$ cat src/rtl/core/ecv_pkg.sv
package ecv_pkg;

    localparam int VEL_W   = 16;
    localparam int POS_W   = 16;
    localparam int N_W     = POS_W + 1;
    localparam int PR_W    = VEL_W + N_W;
    localparam int DOT_W   = PR_W + 1;
    localparam int SQ_W    = 2 * N_W;
    localparam int D_W     = SQ_W;
    localparam int PP_W    = DOT_W + N_W;
    localparam int NUM_W   = PP_W + 1;
    localparam int REM_W   = NUM_W + 1;
    localparam int QB      = VEL_W + 1;
    localparam int LANES   = 4;
    localparam int QUEUE_DEPTH = 4;
    localparam int QPTR_W  = $clog2(QUEUE_DEPTH);
    localparam int QCNT_W  = $clog2(QUEUE_DEPTH + 1);

    localparam logic signed [VEL_W-1:0] VEL_MAX = {1'b0, {(VEL_W-1){1'b1}}};
    localparam logic signed [VEL_W-1:0] VEL_MIN = {1'b1, {(VEL_W-1){1'b0}}};

    // velocity set of one particle pair
    typedef struct packed {
        logic signed [VEL_W-1:0] bvy;
        logic signed [VEL_W-1:0] bvx;
        logic signed [VEL_W-1:0] avy;
        logic signed [VEL_W-1:0] avx;
    } vel_set_t;

    // classified item handed from front to back
    typedef struct packed {
        logic                  coin;
        logic signed [N_W-1:0] nx;
        logic signed [N_W-1:0] ny;
        vel_set_t              vel;
    } pair_item_t;

    // side data carried along the back pipeline
    typedef struct packed {
        logic     coin;
        vel_set_t vel;
    } side_t;

endpackage

$ cat src/rtl/core/ecv_queue.sv
module ecv_queue (
    input  logic                clk,
    input  logic                rst_n,
    input  logic                in_valid,
    output logic                in_ready,
    input  ecv_pkg::pair_item_t in_item,
    output logic                out_valid,
    input  logic                out_ready,
    output ecv_pkg::pair_item_t out_item
);
    import ecv_pkg::*;

    pair_item_t mem [QUEUE_DEPTH];
    logic [QPTR_W-1:0] wr_ptr_reg, rd_ptr_reg;
    logic [QCNT_W-1:0] count_reg, count_next;
    logic push, pop;

    assign in_ready  = count_reg != QCNT_W'(QUEUE_DEPTH);
    assign out_valid = count_reg != '0;
    assign push      = in_valid && in_ready;
    assign pop       = out_valid && out_ready;
    assign out_item  = mem[rd_ptr_reg];

    always_comb
    begin
        count_next = count_reg;
        if (push && !pop)
        begin
            count_next = count_reg + 1'b1;
        end
        else if (pop && !push)
        begin
            count_next = count_reg - 1'b1;
        end
    end

    // pointers and fill count
    always_ff @(posedge clk or negedge rst_n)
    begin
        if (!rst_n)
        begin
            wr_ptr_reg <= '0;
            rd_ptr_reg <= '0;
            count_reg  <= '0;
        end
        else
        begin
            count_reg <= count_next;
            if (push)
            begin
                wr_ptr_reg <= wr_ptr_reg + 1'b1;
            end
            if (pop)
            begin
                rd_ptr_reg <= rd_ptr_reg + 1'b1;
            end
        end
    end

    always_ff @(posedge clk)
    begin
        if (push)
        begin
            mem[wr_ptr_reg] <= in_item;
        end
    end

`ifndef NO_ASSERTIONS
    a_count_bound: assert property (@(posedge clk) disable iff (!rst_n)
        count_reg <= QCNT_W'(QUEUE_DEPTH))
        else $error("queue count beyond depth");
    a_ptr_gap: assert property (@(posedge clk) disable iff (!rst_n)
        (count_reg != '0 && count_reg != QCNT_W'(QUEUE_DEPTH)) |->
        (QPTR_W'(wr_ptr_reg - rd_ptr_reg) == QPTR_W'(count_reg)))
        else $error("queue pointers disagree with count");
`endif

endmodule

$ cat config.mk
export PLATFORM = sky130hd
export DESIGN_NAME = ecv_queue
export DESIGN_NICKNAME = d
export VERILOG_FILES = /design/src/rtl/core/ecv_pkg.sv /design/src/rtl/core/ecv_queue.sv
export SDC_FILE = /design/constraint.sdc
export NUM_CORES = 1
export LEC_CHECK = 0
export BUFFER_PORTS_ARGS = -buffer_cell sky130_fd_sc_hd__buf_2
export CAP_MARGIN = 10
export CORE_UTILIZATION = 57
export CTS_CLUSTER_SIZE = 16
export DETAILED_ROUTE_END_ITERATION = 7
export HOLD_SLACK_MARGIN = 0.15
export PLACE_DENSITY_LB_ADDON = 0.05
export SLEW_MARGIN = 10
export SYNTH_ARGS = -nofsm -noshare
export SYNTH_HDL_FRONTEND = slang
export SYNTH_SLANG_ARGS = --single-unit
$ cat constraint.sdc
create_clock -name clk -period 4.1 [get_ports clk]
set_clock_uncertainty 0.05 [all_clocks]
set_input_delay 0.82 -clock clk [delete_from_list [all_inputs] [get_ports clk]]
set_output_delay 0.82 -clock clk [all_outputs]
set_load 0.02 [all_outputs]
==> run metrics <==
synth warn=0; H-Tree Depth=2; Routability Congestion=0.696; Site Rows=58; syn_nets=661; critical path class=register to output port; Synth Cell Area=0.0147 mm²; Sinks on Clock Net=403; drt wl/cell=23.6 µm; Slew @ Worst Pin=832 ps; final hold viol count=0; antenna-violating nets left=0; Slew headroom=0.445; Die Y=163 µm; sequential cell area=0.0121 mm²; cells after synthesis=552; status=completed; PwrDens=769 mW/mm²; cell breakdown of the critical path=buf_12 > mux4_2 > buf_2; RSZ-0062 raised after global routing=no; Compound-Gate Fraction of Synth Area=0.000766; critical path data arrival time=2550 ps; endpoint type of the worst setup path=output port; post-synthesis mux area share=0.153; root buffer cell=clkbuf_16; critical path data required time=3230 ps; Simple-Gate Fraction of Synth Area=0.00349; CP max-delay cell=dfrtp_4; Max VDD drop=0.000677 V; Largest register FFs=396; dpl hpwl=16,100 µm; f_max=292 MHz; Netlist cell types=18; Bufs and invs on worst path=2; largest family of logic cells by synthesized area=multiplexers; DR DRC count=0; core region area=0.0253 mm²; Skew-Pair Late Insertion Delay=510 ps; Mean Syn Cell Area=26.6 µm²; Total GRT Usage=0.213; DR vias/cell=5.74; CTS tree=yes; die area=0.0264 mm²; Initial Util=0.582; Leakage=5.98 nW; fin crit period=3420 ps; die width=163 µm; Final Util=0.692; largest net degree at the start of global routing=81; port bufs=203; via count=6,601; Post-CTS Setup Bufs=0; Tcrit/Tclk final=0.835; Worst-path clk slew=60 ps; grt ovf=0; Fillers=1,579; vias in the first global route=7,128; Gates resized, CTS repair=0; max incr delay on CP=850 ps; 1st-pass router iterations=4; Final Max Slew Viols=0; Multi-input gate area=0.00246 mm²; share of cells above drive strength 1=0.462; Setup-failing EPs final=0; Max clock buf depth=3; Worst R2R Setup Slack=1670 ps; worst-path maximum fanout=37; Max-Cap Viols=0; hold crit path type=input port to register; initial antenna violation count=8; sequential share of the synthesized area=0.821; Synth Register Bits=403; first-pass GRT wire length=40,900 µm; I/O Pins=204; P&R area growth vs syn=18.9%; drt total wl=27,200 µm; layout net count=896; Post-Synth Adder-Cell Area=0.00562; xor and xnor area share after synthesis=0.00358; 1st-iter DRT viols=611; Setup TNS=0 ps; Critical Path Start Type=register; delay-heaviest family, CP=flip-flops; CTS Buf Count=39
path summary, 6_finish.rpt:
path | from | end | cells past startpoint
worst max-delay path | rd_ptr_reg[0]$_DFFE_PN0P_ | out_item[68] | 3
worst min-delay path | in_item[53] | mem[0][53]$_DFFE_PP_ | 1
worst max register to register | count_reg[0]$_DFFE_PN0P_ | mem[2][89]$_DFFE_PP_ | 4
worst min register to register | count_reg[2]$_DFFE_PN0P_ | count_reg[2]$_DFFE_PN0P_ | 1
max in group asynchronous | rst_n | rd_ptr_reg[0]$_DFFE_PN0P_ | 2
min in group asynchronous | rst_n | count_reg[2]$_DFFE_PN0P_ | 2
power by group:
group	total [mW]	leakage, nW	internal (mW)	switching, mW
combinational	4.07	1.64	1.69	2.38
clock	3.58	0.639	2.19	1.39
sequential	5.80	3.71	5.45	0.358
Yosys cell counts, drive strengths merged:
master | count | area share
edfxtp | 396 | 0.81
mux4 | 99 | 0.15
buf | 21 | 0.011
dfrtp | 7 | 0.012
ha | 5 | 0.0043
and2 | 4 | 0.0017
xnor2 | 4 | 0.0024
inv | 3 | 0.00077
mux2 | 2 | 0.0015
nand2 | 2 | 0.00051
nor2 | 2 | 0.00051
xor2 | 2 | 0.0012
a21boi | 1 | 0.00077
clkbuf | 1 | 0.00026
fa | 1 | 0.0014
nand3 | 1 | 0.00034
or3 | 1 | 0.00043
layout by cell type (no fill, tap or decap):
| cell type | n |
|---|---|
| bufinv_16 | 5 |
| buf_12 | 7 |
| or3_1 | 1 |
| nand3_1 | 1 |
| fa_1 | 1 |
| inv_1 | 3 |
| edfxtp_1 | 396 |
| dlygate4sd3_1 | 1 |
| xor2_1 | 2 |
| xnor2_1 | 4 |
| clkbuf_16 | 41 |
| ha_1 | 5 |
| clkbuf_1 | 8 |
| mux2_2 | 2 |
| nor2_1 | 2 |
| buf_2 | 203 |
| nand2_1 | 2 |
| a21boi_2 | 1 |
| clkinv_2 | 5 |
| and2_4 | 4 |
| dfrtp_4 | 2 |
| clkbuf_8 | 3 |
| mux4_2 | 99 |
| clkinv_1 | 8 |
| dfrtp_1 | 5 |
| buf_4 | 5 |
| diode_2 | 5 |
what timing repair did:
item                                   CTS  global route
hold buffers                             1             0
setup endpoints to repair                0             0
endpoints found under the hold margin    7             0
logic make-up (layout without fill, tap and decap cells):
group                      count (synthesis)  count (layout)
buffers and inverters                     25             289
AOI/OAI and AO/OA                          1               1
DFF                                      403             403
other                                      0               5
adders and majority gates                  6               6
and+or+nand+nor                           10              10
xor gates and xnor gates                   6               6
muxes                                    101             101
per-stage QoR:
stage          std cells  power (mW)  cell area [µm²]  hold slack [ps]  worst slack (ps)
2_1_floorplan        552        8.72            14700              443               165
3_3_place_gp        1075        9.94            16200              468              1150
3_5_place_dp        1075        10.0            16200              477              1150
4_1_cts             1146        13.6            17500              442               585
5_1_grt             1148        14.0            17500              442               511
6_report            1151        13.4            17500              464               678
area by class of cell:
type / count / area share
clock inverter: 18 / 0.0117
antenna: 5 / 0.000716
multi-input combinational: 124 / 0.141
timing repair buffer: 216 / 0.0689
inverter: 3 / 0.000644
clock buffer: 52 / 0.0628
tap: 330 / 0.0236
sequential: 403 / 0.691
per-layer routing:
layer	track usage	wire length [µm]
met4	0.0561	386
met1	0.282	10700
met2	0.353	14000
met5	0	46
met3	0.0601	2050
Power figures use the tool's default switching activity.
