[src/rtl/core/ecv_pkg.sv]
package ecv_pkg;

    localparam int VEL_W   = 16;
    localparam int POS_W   = 16;
    localparam int N_W     = POS_W + 1;
    localparam int PR_W    = VEL_W + N_W;
    localparam int DOT_W   = PR_W + 1;
    localparam int SQ_W    = 2 * N_W;
    localparam int D_W     = SQ_W;
    localparam int PP_W    = DOT_W + N_W;
    localparam int NUM_W   = PP_W + 1;
    localparam int REM_W   = NUM_W + 1;
    localparam int QB      = VEL_W + 1;
    localparam int LANES   = 4;
    localparam int QUEUE_DEPTH = 4;
    localparam int QPTR_W  = $clog2(QUEUE_DEPTH);
    localparam int QCNT_W  = $clog2(QUEUE_DEPTH + 1);

    localparam logic signed [VEL_W-1:0] VEL_MAX = {1'b0, {(VEL_W-1){1'b1}}};
    localparam logic signed [VEL_W-1:0] VEL_MIN = {1'b1, {(VEL_W-1){1'b0}}};

    // velocity set of one particle pair
    typedef struct packed {
        logic signed [VEL_W-1:0] bvy;
        logic signed [VEL_W-1:0] bvx;
        logic signed [VEL_W-1:0] avy;
        logic signed [VEL_W-1:0] avx;
    } vel_set_t;

    // classified item handed from front to back
    typedef struct packed {
        logic                  coin;
        logic signed [N_W-1:0] nx;
        logic signed [N_W-1:0] ny;
        vel_set_t              vel;
    } pair_item_t;

    // side data carried along the back pipeline
    typedef struct packed {
        logic     coin;
        vel_set_t vel;
    } side_t;

endpackage

[src/rtl/core/ecv_front.sv]
module ecv_front (
    input  logic                clk,
    input  logic                rst_n,
    input  logic                s_axis_tvalid,
    output logic                s_axis_tready,
    // a_pos_x, a_pos_y, a_vel_x, a_vel_y, b_pos_x, b_pos_y, b_vel_x, b_vel_y
    input  logic [127:0]        s_axis_tdata,
    output logic                item_valid,
    input  logic                item_ready,
    output ecv_pkg::pair_item_t item
);
    import ecv_pkg::*;

    logic       valid_reg;
    logic       valid_next;
    pair_item_t item_reg;
    pair_item_t item_next;
    logic signed [POS_W-1:0] apx, apy, bpx, bpy;

    assign s_axis_tready = !valid_reg || item_ready;
    assign apx = s_axis_tdata[15:0];
    assign apy = s_axis_tdata[31:16];
    assign bpx = s_axis_tdata[79:64];
    assign bpy = s_axis_tdata[95:80];

    // form the offset vector and flag coincident positions
    always_comb
    begin
        item_next.nx      = N_W'(apx) - N_W'(bpx);
        item_next.ny      = N_W'(apy) - N_W'(bpy);
        item_next.coin    = (apx == bpx) && (apy == bpy);
        item_next.vel.avx = s_axis_tdata[47:32];
        item_next.vel.avy = s_axis_tdata[63:48];
        item_next.vel.bvx = s_axis_tdata[111:96];
        item_next.vel.bvy = s_axis_tdata[127:112];
        valid_next        = s_axis_tvalid || (valid_reg && !item_ready);
    end

    always_ff @(posedge clk or negedge rst_n)
    begin
        if (!rst_n)
        begin
            valid_reg <= 1'b0;
        end
        else if (s_axis_tready)
        begin
            valid_reg <= valid_next;
        end
    end

    always_ff @(posedge clk)
    begin
        if (s_axis_tvalid && s_axis_tready)
        begin
            item_reg <= item_next;
        end
    end

    assign item_valid = valid_reg;
    assign item       = item_reg;

endmodule

[config.mk]
export PLATFORM = sky130hd
export DESIGN_NAME = ecv_front
export DESIGN_NICKNAME = d
export VERILOG_FILES = /design/src/rtl/core/ecv_pkg.sv /design/src/rtl/core/ecv_front.sv
export SDC_FILE = /design/constraint.sdc
export NUM_CORES = 1
export LEC_CHECK = 0
export ABC_AREA = 1
export ABC_CLOCK_PERIOD_IN_PS = 9100
export BUFFER_PORTS_ARGS = -buffer_cell sky130_fd_sc_hd__buf_4
export CORE_MARGIN = 2
export CORE_UTILIZATION = 45
export DETAILED_ROUTE_END_ITERATION = 12
export PLACE_DENSITY_LB_ADDON = 0.12
export SKIP_CTS_REPAIR_TIMING = 1
export SLEW_MARGIN = 20
export SYNTH_ARGS = -nofsm -noshare
export SYNTH_HDL_FRONTEND = slang
export SYNTH_SLANG_ARGS = --single-unit
[constraint.sdc]
create_clock -name clk -period 9.1 [get_ports clk]
set_clock_uncertainty 0.05 [all_clocks]
set_input_delay 1.82 -clock clk [delete_from_list [all_inputs] [get_ports clk]]
set_output_delay 1.82 -clock clk [all_outputs]
set_load 0.03 [all_outputs]
==> results of run 1 <==
## power groups by stage
stage                     combinational [mW]  clock, mW  sequential (mW)
after floorplan                        0.125          0            0.639
after global placement                 0.309          0            0.571
after detailed placement               0.315          0            0.572
after CTS                              0.316      0.363            0.562
after global routing                   0.346      0.382            0.565
final                                  0.315      0.354            0.562
## per-stage QoR
stage | hold WS [ns] | cells | util | power, mW | worst slack (ns)
2_1_floorplan | 0.8447 | 546 | - | 0.7647 | 1.821
3_3_place_gp | 0.5108 | 922 | 0.6309 | 0.8794 | 4.971
3_5_place_dp | 0.5438 | 922 | 0.6309 | 0.8869 | 4.943
4_1_cts | 0.5606 | 938 | 0.6545 | 1.241 | 4.941
5_1_grt | 0.6103 | 939 | 0.6569 | 1.293 | 4.886
6_report | 0.5508 | 939 | 0.6569 | 1.230 | 4.946
## layer usage
layer	vias to the layer above	share of wire
met3	21	0.073
met5	-	0
met1	1960	0.40
met4	0	0.027
met2	160	0.50
li1	2201	-
## synthesized netlist by cell type (all sizes together)
master / count / area share
inv: 131 / 0.093
nor2: 16 / 0.013
nand4: 1 / 0.0012
nand2: 192 / 0.15
a21oi: 21 / 0.020
fa: 2 / 0.0076
nand3: 24 / 0.025
edfxtp: 99 / 0.56
xor2: 9 / 0.015
nand3b: 1 / 0.0014
ha: 32 / 0.076
nor3: 8 / 0.018
nor4: 1 / 0.0012
or2: 3 / 0.0036
xnor2: 5 / 0.0083
dfrtp: 1 / 0.0048
## worst register-to-register path, stage by stage (launching register included)
cell	delay [ns]
dfrtp_1	0.42
a21oi_4	0.58
buf_4	0.80
## kinds of logic after synthesis
kind of cell	Yosys count	synth area share
XOR/XNOR	14	0.02329
AO/OA/AOI/OAI	21	0.01996
buffers and inverters	131	0.09339
adder cells (fa/ha/maj)	34	0.08365
AND/OR/NAND/NOR	246	0.2103
flip-flops	100	0.5694
## worst paths after layout
check,start,endpoint,depth (start not counted)
worst max-delay path,item_ready,s_axis_tready,4
worst min-delay path,item_valid$_DFFE_PN0N_,item_valid$_DFFE_PN0N_,2
max in group asynchronous,rst_n,item_valid$_DFFE_PN0N_,1
worst max register to register,item_valid$_DFFE_PN0N_,item[49]$_DFFE_PP_,2
min in group asynchronous,rst_n,item_valid$_DFFE_PN0N_,1
worst min register to register,item_valid$_DFFE_PN0N_,item_valid$_DFFE_PN0N_,2
## cells in the final DEF (no fill, tap or decap)
cell type / synthesis / routed
a21oi_1: 21 / 20
a21oi_4: 0 / 1
buf_16: 0 / 1
buf_4: 0 / 233
clkbuf_1: 0 / 2
clkbuf_16: 0 / 9
clkinv_2: 0 / 2
clkinv_4: 0 / 1
dfrtp_1: 1 / 1
edfxtp_1: 99 / 99
fa_1: 2 / 2
ha_1: 32 / 32
inv_1: 125 / 125
inv_2: 6 / 6
inv_6: 0 / 2
nand2_1: 170 / 170
nand2_2: 22 / 22
nand3_1: 22 / 22
nand3_2: 2 / 2
nand3b_1: 1 / 1
nand4_1: 1 / 1
nor2_1: 14 / 14
nor2_2: 1 / 1
nor2_4: 1 / 1
nor3_2: 6 / 6
nor3_4: 2 / 2
nor4_1: 1 / 1
or2_1: 3 / 3
xnor2_1: 5 / 5
xor2_1: 9 / 9
## area by class of cell
class | instances | area (um^2) | area share
clock buffer | 11 | 232.7 | 0.03103
multi-input combinational | 315 | 1787 | 0.2382
timing repair buffer | 234 | 1777 | 0.2369
clock inverter | 5 | 36.28 | 0.004837
inverter | 131 | 491.7 | 0.06555
tap | 143 | 178.9 | 0.02385
sequential | 100 | 2998 | 0.3997
==> results.md, run 1 <==
* Die area at around 13000 um^2
* Netlist Area Pre-Place at 5265 um^2
* Net Count, Synth at 712
* Grt total ovfl at 0
* Pin count of the biggest net entering global routing at 67
* Clock buffer depth at 2
* Pint at a little under 0.9 mW
* CTS H-tree lvls at 3
* Final period util at 0.4565
* Detailed placement HPWL at 10810 um
* Fin Setup TNS at 0 ns
* Global Route met3 Usage at 0.03618
* Pwr/cell area at 164.0 nW/um^2
* GRT busiest layer: met2
* CP bufs+invs at 3
* Drt first pass iters at 6
* Post-route DRC violation count at 0
* Routed WL per cell at 14.22 um
* Detailed Route WL at 13360 um
* FILL cells at 943
* Post-synth cell types at 22
* CTS tree: built
* Dpl cell area at 7204 um^2
* Share of cells above drive strength 1 at 0.3631
* Worst IR Drop VDD at 0.1640 mV
* Ports at 233
* Fmax at between 200 and 250 MHz
* Cell row count at 39
* Combinational power share at 0.256
* Status: finished, final reports clean
* Initial antenna violation count at 0
* Fin. Hold Viols at 0
* Critical path fanouts, max at 2
* Syn_area_per_cell at ~9.6 um^2
* Area grow syn2layout at 42.47%
* Final Max Slew Viols at 0
* CP endpoint kind: primary output
* Yosys reg bits at 100
* Initial DRC count at 190
* Critical Path Max Stage Delay at 0.17 ns
* Final GP Congestion at 0.8643
* Clock latency at the later pin of the worst-skew pair at 0.34 ns
* Synth Instances at 546
* Die width at 112.2 um
* Vias in the first global route at 4231
* Max_slew headroom at 0.4384
* Root Driver: clkbuf_16
* RSZ-0062 raised after global routing: false
* CP Data Arrival Time at 2.28 ns
* CTS buffer count at 9
* Sw Ratio at 0.2973
* Crit-path cells: buf_4 > inv_1 > nand2_1 > buf_4
* Clock Power Share at 0.287
* Die Height at between 100 and 150 um
* Largest register FFs at 99
* CP required at 7.23 ns
* Critical path's most frequent cell: buf_4
* Post-route ant nets at 0
* Total clock sinks at 100
* CORE AREA at 11420 um^2
* Worst-path clk slew at about 0.07 ns
* CP Class: in -> out
* Top delay family on crit path: buffers and inverters
* Final layout net count at 957
* Design Area, Final at ~7500 um^2
* Crit path launch type: primary input
* Slowest cell on the critical path: buf_4
* Count of yosys warnings during synthesis at 0
* Met1 GRT Util at 0.2602
* N_diodes at 0
* Switch Pwr at 0.3657 mW
* Leak at 3.906 nW
* # setup viols final at 0
* Worst Tran Pin Value at between 0.8 and 0.9 ns
* Global-route wire length before repair at 21090 um
* Register share of total power at 0.457
* Register area share after synthesis at 0.5694
* Min Tclk post-route at 4.154 ns
* Via count at roughly 4300
* Max Cap Viol at 0
* Internal reg-to-reg setup slack at 6.85 ns
* I/O Buffers at 232
* Min-Delay Path Class: reg -> reg
* Drt via density at ~4.6
* M2 GR Usage at 0.3815
* GRT Resource Usage Total at 0.2150
* Starting density of the core at 0.4611
Power figures use the tool's default switching activity.
==> run 2, diff against run 1 <==
ABC_CLOCK_PERIOD_IN_PS = 3400   (was 9100)
CORE_UTILIZATION = 43   (was 45)
clock period = 3.4 ns   (was 9.1 ns; I/O delays follow)
==> results.md, run 2 (same netlist as run 1, synthesis figures left out) <==
* Drt first pass iters at 4
* Via count at 4382
* Final Max Slew Viols at 0
* Detailed placement HPWL at 10840 um
* Commonest non-fill, non-tap cell in the layout: buf_4
* Vias in the first global route at 4138
* Die area at 13150 um^2
* Crit-path cells: buf_4 > inv_1 > ha_1 > fa_1 > inv_1 > nand2_1 > nand2_1 > nand3_1 > nand2_1 > nand2_1 > nand3_1 > nand2_1
* Critical Path Max Stage Delay at 0.40 ns
* Final period util at 0.5954
* CTS tree: built
* Ports at 233
* Min Tclk post-route at 2.024 ns
* CP Data Arrival Time at 2.07 ns
* Clock latency at the later pin of the worst-skew pair at between 0.3 and 0.4 ns
* Switch Pwr at 1.009 mW
* Worst Tran Pin Value at 0.4387 ns
* Critical path's most frequent cell: nand2_1
* Worst R2R End: item[2]$_DFFE_PP_
* Register share of total power at 0.450
* CTS H-tree lvls at 3
* I/O Buffers at 232
* CP Class: in -> reg
* Root Driver: clkbuf_16
* Status: finished, final reports clean
* Clock buffer depth at 2
* Post-route ant nets at 0
* Fin. Hold Viols at 0
* Internal reg-to-reg setup slack at 1.92 ns
* Commonest cells after routing, fill and taps aside: buf_4 (233), nand2_1 (170), inv_1 (125)
* Fmax at 494.0 MHz
* Routed WL per cell at 14.42 um
* GRT Resource Usage Total at 0.2043
* Slowest cell on the critical path: fa_1
* Initial DRC count at 229
* Final layout net count at 957
* Max_slew headroom at 0.7075
* Combinational power share at 0.255
* # setup viols final at 0
* N_diodes at 0
* Critical path fanouts, max at 3
* Die width at 114.7 um
* Cell row count at 40
* Worst R2R Path Depth at 2
* Starting density of the core at 0.4402
* Leak at between 3 and 4 nW
* Detailed Route WL at 13600 um
* RSZ-0062 raised after global routing: false
* Share of cells above drive strength 1 at 0.3643
* Die Height at 114.7 um
* Largest register FFs at between 90 and 100
* Worst R2R Start: item_valid$_DFFE_PN0N_
* Pin count of the biggest net entering global routing at 80
* Post-route DRC violation count at 0
* Drt via density at 4.647
* Worst-path clk slew at 0.07 ns
* Pint at 2.324 mW
* CP endpoint kind: flip-flop
* Clock Power Share at 0.295
* Sw Ratio at 0.3028
* Fin Setup TNS at 0 ns
* CTS buffer count at 9
* Pwr Total at 3.333 mW
* Hold Worst Slack at about 0.054 ns
* Grt total ovfl at 0
* Design Area, Final at 7515 um^2
* CP required at 3.44 ns
* CORE AREA at around 12000 um^2
* Area grow syn2layout at 42.73%
* Global-route wire length before repair at 20730 um
* Initial antenna violation count at 0
* Worst IR Drop VDD at 0.2092 mV
* Dpl cell area at 7229 um^2
* Final GP Congestion at 0.8446
* Total clock sinks at 100
* Min-Delay Path Class: in -> async
* Max Cap Viol at 0
* Crit path launch type: primary input
* Pwr/cell area at 443.5 nW/um^2
[run 2: layout make-up]
type / count / area [um^2]
Fill cell: 1044 / 4447
Sequential cell: 100 / 2998
Multi-Input combinational cell: 315 / 1787
Timing Repair Buffer: 234 / 1769
Inverter: 131 / 491.7
Clock buffer: 10 / 229.0
Tap cell: 147 / 183.9
Clock inverter: 6 / 56.30
[run 2: metal layers]
| metal | part of all wire | vias up | global-route usage | routed length [um] |
|---|---|---|---|---|
| met1 | 0.41 | 2013 | 0.2553 | 5579 |
| li1 | - | 2203 | - | - |
| met3 | 0.062 | 12 | 0.03388 | 849 |
| met2 | 0.51 | 154 | 0.3542 | 6896 |
| met4 | 0.020 | 0 | 0.07886 | 276 |
| met5 | 0 | - | 0 | 0 |
[run 2: stage by stage]
stage / utilization / setup WS (ns) / cells
3_5_place_dp: 0.6044 / 1.048 / 927
5_1_grt: 0.6282 / 1.274 / 943
2_1_floorplan: - / 0.5069 / 546
4_1_cts: 0.6282 / 1.413 / 943
6_report: 0.6282 / 1.376 / 943
3_3_place_gp: 0.6044 / 1.090 / 927
[run 2: power groups by stage]
stage	registers (mW)	logic, mW	clock network (mW)
after global routing	1.51	0.932	1.06
after floorplan	1.70	0.337	0
after detailed placement	1.53	0.850	0
after global placement	1.53	0.834	0
after CTS	1.50	0.854	1.01
final	1.50	0.850	0.982
[run 2: worst max-delay path, delay by kind of cell]
| family | cells | cell delay, ns |
|---|---|---|
| fa+ha+maj | 2 | 0.62 |
| buf+inv | 3 | 0.18 |
| simple gates | 7 | 0.59 |
[run 2: worst max-delay path by stage]
stage,endpoint,from,cells after the start
6_report,item[91]$_DFFE_PP_,s_axis_tdata[0],12
3_5_place_dp,item[95]$_DFFE_PP_,s_axis_tdata[0],12
3_3_place_gp,item[78]$_DFFE_PP_,s_axis_tdata[16],12
2_1_floorplan,item[0]$_DFFE_PP_,item_ready,2
5_1_grt,item[78]$_DFFE_PP_,s_axis_tdata[16],12
4_1_cts,item[78]$_DFFE_PP_,s_axis_tdata[16],12
==> run 3, diff against run 2 <==
ABC_CLOCK_PERIOD_IN_PS = 1690   (was 3400)
clock period = 1.69 ns   (was 3.4 ns; I/O delays follow)
==> results.md, run 3 (same netlist as run 1, synthesis figures left out) <==
* Dpl cell area at 7591 um^2
* Detailed placement HPWL at 11120 um
* Clock buffer depth at 2
* Starting density of the core at 0.4402
* Min Tclk post-route at 1.565 ns
* Min-Delay Path Class: in -> reg
* Worst R2R End: item[60]$_DFFE_PP_
* Cell count along the critical path at 11
* Fin Setup TNS at 0 ns
* CP endpoint kind: flip-flop
* Total clock sinks at 100
* Critical path's most frequent cell: nand2_1
* Critical path fanouts, max at 3
* Clock latency at the later pin of the worst-skew pair at 0.35 ns
* CORE AREA at 11960 um^2
* I/O Buffers at 232
* Crit path launch type: primary input
* Commonest non-fill, non-tap cell in the layout: buf_4
* GRT Resource Usage Total at 0.2080
* Final setup margin at between 0.1 and 0.15 ns
* Fmax at roughly 640 MHz
* Initial antenna violation count at 0
* Worst Setup SP: s_axis_tdata[64]
* Worst R2R Start: item_valid$_DFFE_PN0N_
* # setup viols final at 0
* Share of cells above drive strength 1 at 0.4071
* Die width at 114.7 um
* Setup WS pre-CTS at -0.2307 ns
* CP required at 1.75 ns
* Post-route ant nets at 0
* Design Area, Final at 7931 um^2
* Leak at 4.138 nW
* Routed WL per cell at 14.08 um
* Vias in the first global route at 4353
* Final Max Slew Viols at 0
* Root Driver: clkbuf_16
* Final layout net count at between 1000 and 1500
* Max Cap Viol at 0
* Pwr Total at between 7 and 8 mW
* Core Util, Final at 0.6631
* Global-route wire length before repair at between 20000 and 25000 um
* CP endpoint: item[91]$_DFFE_PP_
* Critical Path Max Stage Delay at 0.36 ns
* Worst R2R Path Depth at 2
* Via count at 4577
* Internal reg-to-reg setup slack at 0.27 ns
* Drt via density at around 4.6
* CTS H-tree lvls at 3
* RSZ-0062 raised after global routing: false
* Status: finished, final reports clean
* Die Height at 114.7 um
* Die area at 13150 um^2
* Fin. Hold Viols at 0
* Initial DRC count at 288
* CP Data Arrival Time at roughly 1.6 ns
* CTS buffer count at 9
* Top delay family on crit path: simple AND/OR/NAND/NOR gates
* Pwr/cell area at 903.1 nW/um^2
* Worst IR Drop VDD at 0.4827 mV
* Pin count of the biggest net entering global routing at 66
* Commonest cells after routing, fill and taps aside: buf_4 (275), nand2_1 (169), inv_1 (123)
* CP bufs+invs at 2
* Max_slew headroom at 0.7618
* Worst-path clk slew at 0.07 ns
* Area grow syn2layout at 50.64%
* CTS tree: built
* Final period util at 0.9259
* Post-route DRC violation count at 0
* Cell row count at 40
* Worst Tran Pin Value at 0.3573 ns
* Slowest cell on the critical path: fa_2
* Grt total ovfl at 0
* Crit-path cells: buf_4 > ha_4 > fa_2 > inv_1 > nand2_1 > nand2_1 > nand3_1 > nand2_1 > nand2_1 > nand3_1 > nand2_1
* CP Class: in -> reg
* Final GP Congestion at 0.8390
* Largest register FFs at 99
* Ports at about 230
* Detailed Route WL at 13890 um
* Drt first pass iters at 4
* N_diodes at 0
[run 3: changes by cell type in the layout (fill, tap and decap cells not counted), moves of 2 or more]
cell and change:
buf_4 +42, bufinv_16 +2, fa_1 -2, fa_2 +2
ha_1 -2, inv_1 -2
[run 3: layout make-up]
cell class | instances | area, um^2
fill | 946 | 4030
sequential | 100 | 2999
timing repair buffer | 278 | 2115
multi-input combinational | 315 | 1809
inverter | 131 | 494.2
clock buffer | 9 | 225.2
tap | 147 | 183.9
clock inverter | 7 | 105.1
[run 3: how the worst min path moves through the flow]
stage	end	cells past startpoint	from	slack (ns)
global route	item[46]$_DFFE_PP_	1	s_axis_tdata[110]	0.10
global placement	item_valid$_DFFE_PN0N_	1	rst_n	0.06
floorplan	item_valid$_DFFE_PN0N_	0	rst_n	-0.008
CTS	item_valid$_DFFE_PN0N_	1	rst_n	-0.31
finish	item[46]$_DFFE_PP_	1	s_axis_tdata[110]	0.11
detailed placement	item_valid$_DFFE_PN0N_	1	rst_n	0.06
[run 3: through the flow]
| stage | hold slack [ns] | std cells |
|---|---|---|
| finish | 0.1102 | 987 |
| global placement | 0.06404 | 970 |
| CTS | -0.3120 | 986 |
| detailed placement | 0.06418 | 970 |
| floorplan | -0.007591 | 546 |
| global route | 0.1019 | 987 |
[run 3: routing by layer]
metal / track usage / up-vias / wire length (um) / share of wire
met2: 0.3629 / 166 / 7024 / 0.51
met3: 0.04870 / 19 / 1022 / 0.074
met5: 0 / - / 0 / 0
li1: - / 2300 / - / -
met4: 0.08130 / 0 / 305 / 0.022
met1: 0.2483 / 2092 / 5541 / 0.40
[run 3: power by group]
part	total, mW	internal (mW)	switching (mW)
combinational	1.86	0.797	1.06
sequential	3.02	2.97	0.0565
clock	2.28	1.32	0.962
